File: config.mk
export PLATFORM = sky130hd
export DESIGN_NAME = k_sorted_stream_sorter
export DESIGN_NICKNAME = d
export VERILOG_FILES = /design/src/sv/ksss_pkg.sv /design/src/sv/ksss_ctrl.sv /design/src/sv/ksss_dp.sv /design/src/sv/k_sorted_stream_sorter.sv
export SDC_FILE = /design/constraint.sdc
export NUM_CORES = 2
export LEC_CHECK = 0
export BUFFER_PORTS_ARGS = -buffer_cell sky130_fd_sc_hd__buf_2
export CORE_MARGIN = 5
export CORE_UTILIZATION = 55
export CTS_CLUSTER_DIAMETER = 50
export DETAILED_ROUTE_END_ITERATION = 8
export PLACE_DENSITY = 0.78
export RECOVER_POWER = 50
export SLEW_MARGIN = 15
export SYNTH_ARGS = -nofsm -noshare
export SYNTH_HDL_FRONTEND = slang
export SYNTH_SLANG_ARGS = --single-unit
File: constraint.sdc
create_clock -name clk -period 8.8 [get_ports clk]
set_input_delay 0.44 -clock clk [delete_from_list [all_inputs] [get_ports clk]]
set_output_delay 0.44 -clock clk [all_outputs]
set_load 0.02 [all_outputs]
File: src/sv/ksss_pkg.sv
package ksss_pkg;

  localparam int unsigned DATA_W = 32;
  localparam int unsigned WIN_W  = 4;
  localparam logic [WIN_W-1:0] WINDOW_RST = 4'd3;

  typedef enum logic [1:0] {
    ST_IDLE,
    ST_EMIT,
    ST_INSERT,
    ST_DRAIN
  } ksss_state_t;

  // Commands from the controller to the datapath.
  typedef struct packed {
    logic load_in;
    logic pop;
    logic push;
    logic load_out;
    logic out_last;
  } ksss_cmd_t;

  // Status from the datapath to the controller.
  typedef struct packed {
    logic full;
    logic one_left;
    logic hold_last;
    logic slot_free;
  } ksss_stat_t;

endpackage

File: src/sv/ksss_ctrl.sv
module ksss_ctrl (
  input  logic                clk,
  input  logic                rst_n,
  input  logic                in_valid,
  output logic                in_ready,
  input  ksss_pkg::ksss_stat_t stat,
  output ksss_pkg::ksss_cmd_t  cmd
);
  import ksss_pkg::*;

  ksss_state_t state_r;
  ksss_state_t state_nxt;

  always_ff @(posedge clk) begin
    if (!rst_n) begin
      state_r <= ST_IDLE;
    end else begin
      state_r <= state_nxt;
    end
  end

  always_comb begin
    state_nxt = state_r;
    unique case (state_r)
      ST_IDLE: begin
        if (in_valid) begin
          state_nxt = stat.full ? ST_EMIT : ST_INSERT;
        end
      end
      ST_EMIT: begin
        if (stat.slot_free) begin
          state_nxt = ST_INSERT;
        end
      end
      ST_INSERT: begin
        state_nxt = stat.hold_last ? ST_DRAIN : ST_IDLE;
      end
      ST_DRAIN: begin
        if (stat.slot_free && stat.one_left) begin
          state_nxt = ST_IDLE;
        end
      end
      default: state_nxt = ST_IDLE;
    endcase
  end

  always_comb begin
    in_ready = 1'b0;
    cmd      = '0;
    unique case (state_r)
      ST_IDLE: begin
        in_ready    = 1'b1;
        cmd.load_in = in_valid;
      end
      ST_EMIT: begin
        cmd.load_out = stat.slot_free;
        cmd.pop      = stat.slot_free;
      end
      ST_INSERT: begin
        cmd.push = 1'b1;
      end
      ST_DRAIN: begin
        cmd.load_out = stat.slot_free;
        cmd.pop      = stat.slot_free;
        cmd.out_last = stat.one_left;
      end
      default: begin
        cmd = '0;
      end
    endcase
  end

endmodule

File: src/sv/ksss_dp.sv
module ksss_dp #(
  parameter int unsigned CAPACITY = 16
) (
  input  logic                                clk,
  input  logic                                rst_n,
  input  logic                                cfg_we,
  input  logic [ksss_pkg::WIN_W-1:0]          cfg_wdata,
  input  logic signed [ksss_pkg::DATA_W-1:0]  in_value,
  input  logic                                in_last,
  output logic                                out_valid,
  input  logic                                out_ready,
  output logic signed [ksss_pkg::DATA_W-1:0]  out_value_res,
  output logic                                out_last_res,
  input  ksss_pkg::ksss_cmd_t                 cmd,
  output ksss_pkg::ksss_stat_t                stat
);
  import ksss_pkg::*;

  localparam int unsigned CW = $clog2(CAPACITY + 1);
  localparam int unsigned EW = (CW > WIN_W + 1) ? CW : WIN_W + 1;

  logic [WIN_W-1:0]         window_r;
  logic [CW-1:0]            count_r;
  logic [CW-1:0]            count_nxt;
  logic signed [DATA_W-1:0] hold_val_r;
  logic                     hold_last_r;
  logic signed [DATA_W-1:0] store_r   [CAPACITY];
  logic signed [DATA_W-1:0] store_nxt [CAPACITY];
  logic [CAPACITY-1:0]      ge;
  logic                     out_valid_r;
  logic signed [DATA_W-1:0] out_value_r;
  logic                     out_last_r;
  logic [EW-1:0]            count_ext;
  logic [EW-1:0]            lim_ext;

  always_ff @(posedge clk) begin
    if (!rst_n) begin
      window_r <= WINDOW_RST;
    end else if (cfg_we) begin
      window_r <= cfg_wdata;
    end
  end

  always_ff @(posedge clk) begin
    if (cmd.load_in) begin
      hold_val_r  <= in_value;
      hold_last_r <= in_last;
    end
  end

  // The store is kept in ascending order; entry 0 is always the minimum.
  // ge marks entries at or above the insertion point of the held value.
  for (genvar g = 0; g < CAPACITY; g++) begin : g_entry
    logic signed [DATA_W-1:0] below;
    logic signed [DATA_W-1:0] above;
    logic                     ins_here;

    assign ge[g] = (CW'(g) >= count_r) || (hold_val_r < store_r[g]);

    if (g == 0) begin : g_first
      assign below    = hold_val_r;
      assign ins_here = 1'b1;
    end else begin : g_rest
      assign below    = store_r[g-1];
      assign ins_here = !ge[g-1];
    end

    if (g == CAPACITY - 1) begin : g_top
      assign above = store_r[g];
    end else begin : g_mid
      assign above = store_r[g+1];
    end

    always_comb begin
      store_nxt[g] = store_r[g];
      if (cmd.pop) begin
        store_nxt[g] = above;
      end else if (cmd.push && ge[g]) begin
        store_nxt[g] = ins_here ? hold_val_r : below;
      end
    end

    always_ff @(posedge clk) begin
      store_r[g] <= store_nxt[g];
    end
  end

  always_comb begin
    count_nxt = count_r;
    if (cmd.pop) begin
      count_nxt = count_r - 1'b1;
    end else if (cmd.push && (count_r < CW'(CAPACITY))) begin
      count_nxt = count_r + 1'b1;
    end
  end

  always_ff @(posedge clk) begin
    if (!rst_n) begin
      count_r <= '0;
    end else begin
      count_r <= count_nxt;
    end
  end

  always_ff @(posedge clk) begin
    if (!rst_n) begin
      out_valid_r <= 1'b0;
    end else if (cmd.load_out) begin
      out_valid_r <= 1'b1;
    end else if (out_ready) begin
      out_valid_r <= 1'b0;
    end
  end

  always_ff @(posedge clk) begin
    if (cmd.load_out) begin
      out_value_r <= store_r[0];
      out_last_r  <= cmd.out_last;
    end
  end

  // Count at or above min(window + 1, CAPACITY); this also implies nonempty.
  assign count_ext = EW'(count_r);
  assign lim_ext   = EW'(window_r) + EW'(1);

  assign stat.full      = (count_ext >= lim_ext) || (count_r >= CW'(CAPACITY));
  assign stat.one_left  = (count_r == CW'(1));
  assign stat.hold_last = hold_last_r;
  assign stat.slot_free = !out_valid_r || out_ready;

  assign out_valid     = out_valid_r;
  assign out_value_res = out_value_r;
  assign out_last_res  = out_last_r;

endmodule

File: src/sv/k_sorted_stream_sorter.sv
// Channel   Ports                                                   Direction
// input     in_valid, in_ready, in_value, in_last                   into the block
// result    out_valid, out_ready, out_value_res, out_last_res       out of the block
// config    cfg_we, cfg_wdata (window)                              into the block
//
// An item is accepted and inserted when nothing is emitted for it, and is accepted,
// emits the minimum and is inserted when the store is at its limit.
// At most one store operation per cycle; an item flagged last then drains the store.
// rst_n is synchronous and active low; it empties the store and sets the window to 3.
// A stalled result channel holds the controller in its emit or drain step, while the
// next item is still accepted with a result waiting in the output register.
module k_sorted_stream_sorter #(
  parameter int unsigned CAPACITY = 16
) (
  input  logic                                clk,
  input  logic                                rst_n,
  input  logic                                in_valid,
  output logic                                in_ready,
  input  logic signed [ksss_pkg::DATA_W-1:0]  in_value,
  input  logic                                in_last,
  output logic                                out_valid,
  input  logic                                out_ready,
  output logic signed [ksss_pkg::DATA_W-1:0]  out_value_res,
  output logic                                out_last_res,
  input  logic                                cfg_we,
  input  logic [ksss_pkg::WIN_W-1:0]          cfg_wdata
);
  import ksss_pkg::*;

  ksss_cmd_t  cmd;
  ksss_stat_t stat;

  // The controller sequences at most one store operation per cycle: capture the
  // item, pop the minimum into the output register if the store is at its
  // limit, insert the new value in order, and on a last item pop until
  // the store is empty.
  ksss_ctrl u_ctrl (
    .clk      (clk),
    .rst_n    (rst_n),
    .in_valid (in_valid),
    .in_ready (in_ready),
    .stat     (stat),
    .cmd      (cmd)
  );

  // The datapath holds the sorted store, the fill count, the window
  // register and the output register.
  ksss_dp #(
    .CAPACITY (CAPACITY)
  ) u_dp (
    .clk           (clk),
    .rst_n         (rst_n),
    .cfg_we        (cfg_we),
    .cfg_wdata     (cfg_wdata),
    .in_value      (in_value),
    .in_last       (in_last),
    .out_valid     (out_valid),
    .out_ready     (out_ready),
    .out_value_res (out_value_res),
    .out_last_res  (out_last_res),
    .cmd           (cmd),
    .stat          (stat)
  );

endmodule

==> impl_results.md <==
- Endpoint class of the critical path: flip-flop
- Core ar.: 74400 µm²
- MaxCap Viol Count: 15
- Period utilization: 0.759
- Worst relative slew slack: -1.72
- Layout Nets: 4757
- Rows: 100
- Vias per cell: 6.29
- Max FO, Critical Path: 33
- GRT Overall Usage: 0.258
- Initial antenna violation count: 0
- Synth cell types: 68
- CTS Buf Count: 78
- Achievable frequency: 150 MHz
- Synth area leader: edfxtp_1
- Finish-stage setup viols: 0
- CP Launch Type: flip-flop
- Root buf cell: clkbuf_16
- Top post-synthesis cells by area: edfxtp_1 (42%), ha_1 (15%), mux2i_1 (7.1%), inv_1 (4.6%), o21ai_0 (4.3%)
- First drt pass iteration count: 6
- Final Hold Fails: 0
- RePlAce Congestion: 0.881
- HP Class: input port to flip-flop
- Clock-pin transition on the worst setup and hold timing paths: 60 ps
- Flops & latches, synth: 590
- Pin count of the biggest net entering global routing: 218
- Post-route ant nets: 0
- Initial Utilization: 0.555
- Clock Path Buffers: 3
- Crit path time final: 6680 ps
- Fin. max-slew vios: 741
- Diodes inserted: 0
- GRT overflow: 0
- Final Skew: 27.4 ps
- Initial DRC Count: 3388
- Syn Area/Cell: 9.87 µm²
- Status: complete, but fails checks
- Share of cells above drive strength 1: 0.0667
- Post-synth net total: 4738
- Clock latency on the worst-skew pair: 640 ps
- Vias post-DR: 33000
- CTS Sinks: 590
- Most instantiated cells after synthesis: edfxtp_1 (578), inv_1 (512), ha_1 (507)
- DP Wirelength: 74.3 mm
- Mapped cell area: 41300 µm²
- Yosys top cell area share: 0.420
- Drt total wl: 108 mm
- Post-synth EDFFs: 578
- WP data arrival: 7000 ps
- Post-DP Area: 42600 µm²
- CTS tree: built
- Die Y: 284 µm
- Synth Instances: 4189
- First-pass GRT wire length: 173 mm
- Multi-input logic area: 20900 µm²
- Most used DFF post-synth: edfxtp_1
- # IOs: 77
- TNS Setup: 0 ps
- Seq/Total Area, Yosys: 0.426
- Top-count cell post-synth: edfxtp_1
- Yosys warns: 0
- RSZ-0062 raised after global routing: no
- Critical Path RT: 9130 ps
- DR WL/cell: 20.7 µm
- Drc violations: 0
- Synth async-reset ratio: 0
- Filler cells: 6082
- Actual slew at the worst max-slew pin: 4080 ps
- Final Cell Area: 45400 µm²
- Failing checks: max-capacitance violations, max-slew violations
- DIE WIDTH: 284 µm
- H-tree level count: 3
- FF+latch area: 17600 µm²
- Area Overhead vs Synth: 9.89%
- Die area: 80700 µm²
- Port-buffer cells: 76
- Vias in the first global route: 32700
- Critical setup path kind: flip-flop to flip-flop
- # Post-CTS Setup Buffers: 0
cells by family after synthesis:
kind of cell | Yosys count | share of synthesized area
AOI/OAI and AO/OA | 1154 | 0.171
buffers and inverters | 752 | 0.0728
and+or+nand+nor | 848 | 0.0939
DFF | 590 | 0.426
adders and majority gates | 507 | 0.153
xor gates and xnor gates | 9 | 0.00191
muxes | 329 | 0.0812
worst paths after layout:
check	depth (start not counted)	from	slack, ps	endpoint
max	10	u_dp.g_entry[0].below[31]$_DFFE_PP_	2120	u_dp.store_r[9][8]$_DFFE_PP_
min	2	rst_n	20	u_dp.window_r[1]$_SDFFE_PN1P_
max reg2reg	10	u_dp.g_entry[0].below[31]$_DFFE_PP_	2120	u_dp.store_r[9][8]$_DFFE_PP_
min reg2reg	0	u_dp.store_r[0][24]$_DFFE_PP_	470	u_dp.out_value_res[24]$_DFFE_PP_
critical path, cell delays in order (launching register included):
cell	delay [ps]
edfxtp_1	330
clkbuf_1	1100
ha_1	330
nand4_1	190
nor3_1	650
nor4b_1	560
a21o_1	270
mux2i_4	230
clkbuf_1	1870
o21ai_2	400
buf_4	410
cell type report:
cell class / count / area share
Inverter: 513 / 0.0426
Timing Repair Buffer: 178 / 0.0247
Clock buffer: 88 / 0.0447
Tap cell: 969 / 0.0267
Multi-Input combinational cell: 2847 / 0.460
Clock inverter: 55 / 0.0140
Sequential cell: 590 / 0.387
sequential cells by signal, summed over array words and instances, names as in the netlist:
register	flops
u_ctrl.state_r	2
u_dp.count_ext	5
u_dp.g_entry.below	32
u_dp.hold_last_r	1
u_dp.out_last_res	1
u_dp.out_valid	1
u_dp.out_value_res	32
u_dp.store_r	512
u_dp.window_r	4
placed cells by master (no fill, tap or decap), types with 31 or more instances in the layout:
| cell type | synthesis | layout |
|---|---|---|
| o221ai_1 | 32 | 32 |
| a22oi_1 | 95 | 95 |
| mux2i_1 | 292 | 292 |
| o31a_1 | 31 | 31 |
| buf_4 | 13 | 57 |
| edfxtp_1 | 578 | 578 |
| clkbuf_1 | 179 | 68 |
| nor2_1 | 149 | 147 |
| a31oi_1 | 104 | 103 |
| inv_1 | 512 | 511 |
| a21o_1 | 60 | 60 |
| o21ai_1 | 91 | 46 |
| nor3b_1 | 32 | 32 |
| o21a_1 | 51 | 51 |
| nand4_1 | 64 | 64 |
| buf_2 | 25 | 31 |
| nand2_1 | 402 | 400 |
| nor3_1 | 37 | 35 |
| clkbuf_16 | 0 | 80 |
| nand3_1 | 70 | 70 |
| a21oi_1 | 218 | 218 |
| ha_1 | 507 | 507 |
| o21ai_0 | 352 | 386 |
| mux2_2 | 33 | 33 |
metrics by stage:
step,worst slack [ps],hold slack (ps),cells,utilization
floorplan,3570,443,4189,-
global placement,4130,457,5070,0.573
detailed placement,4090,458,5070,0.573
CTS,4060,2.96,5240,0.612
global route,1890,25.6,5240,0.610
finish,2120,24.3,5240,0.610
routing by layer:
metal	up-vias	track usage	part of all wire
li1	15500	-	-
met1	16000	0.358	0.43
met2	1323	0.423	0.47
met3	188	0.0410	0.076
met4	0	0.0745	0.025
met5	-	0	0
what timing repair did:
item	CTS	global route
gates resized for setup	0	0
hold buffers	27	0
endpoints found under the setup margin	0	0
endpoints found under the hold margin	27	0
Power is not shown: default switching activity piles up to over one toggle a cycle in this logic, so the estimate is an artifact.
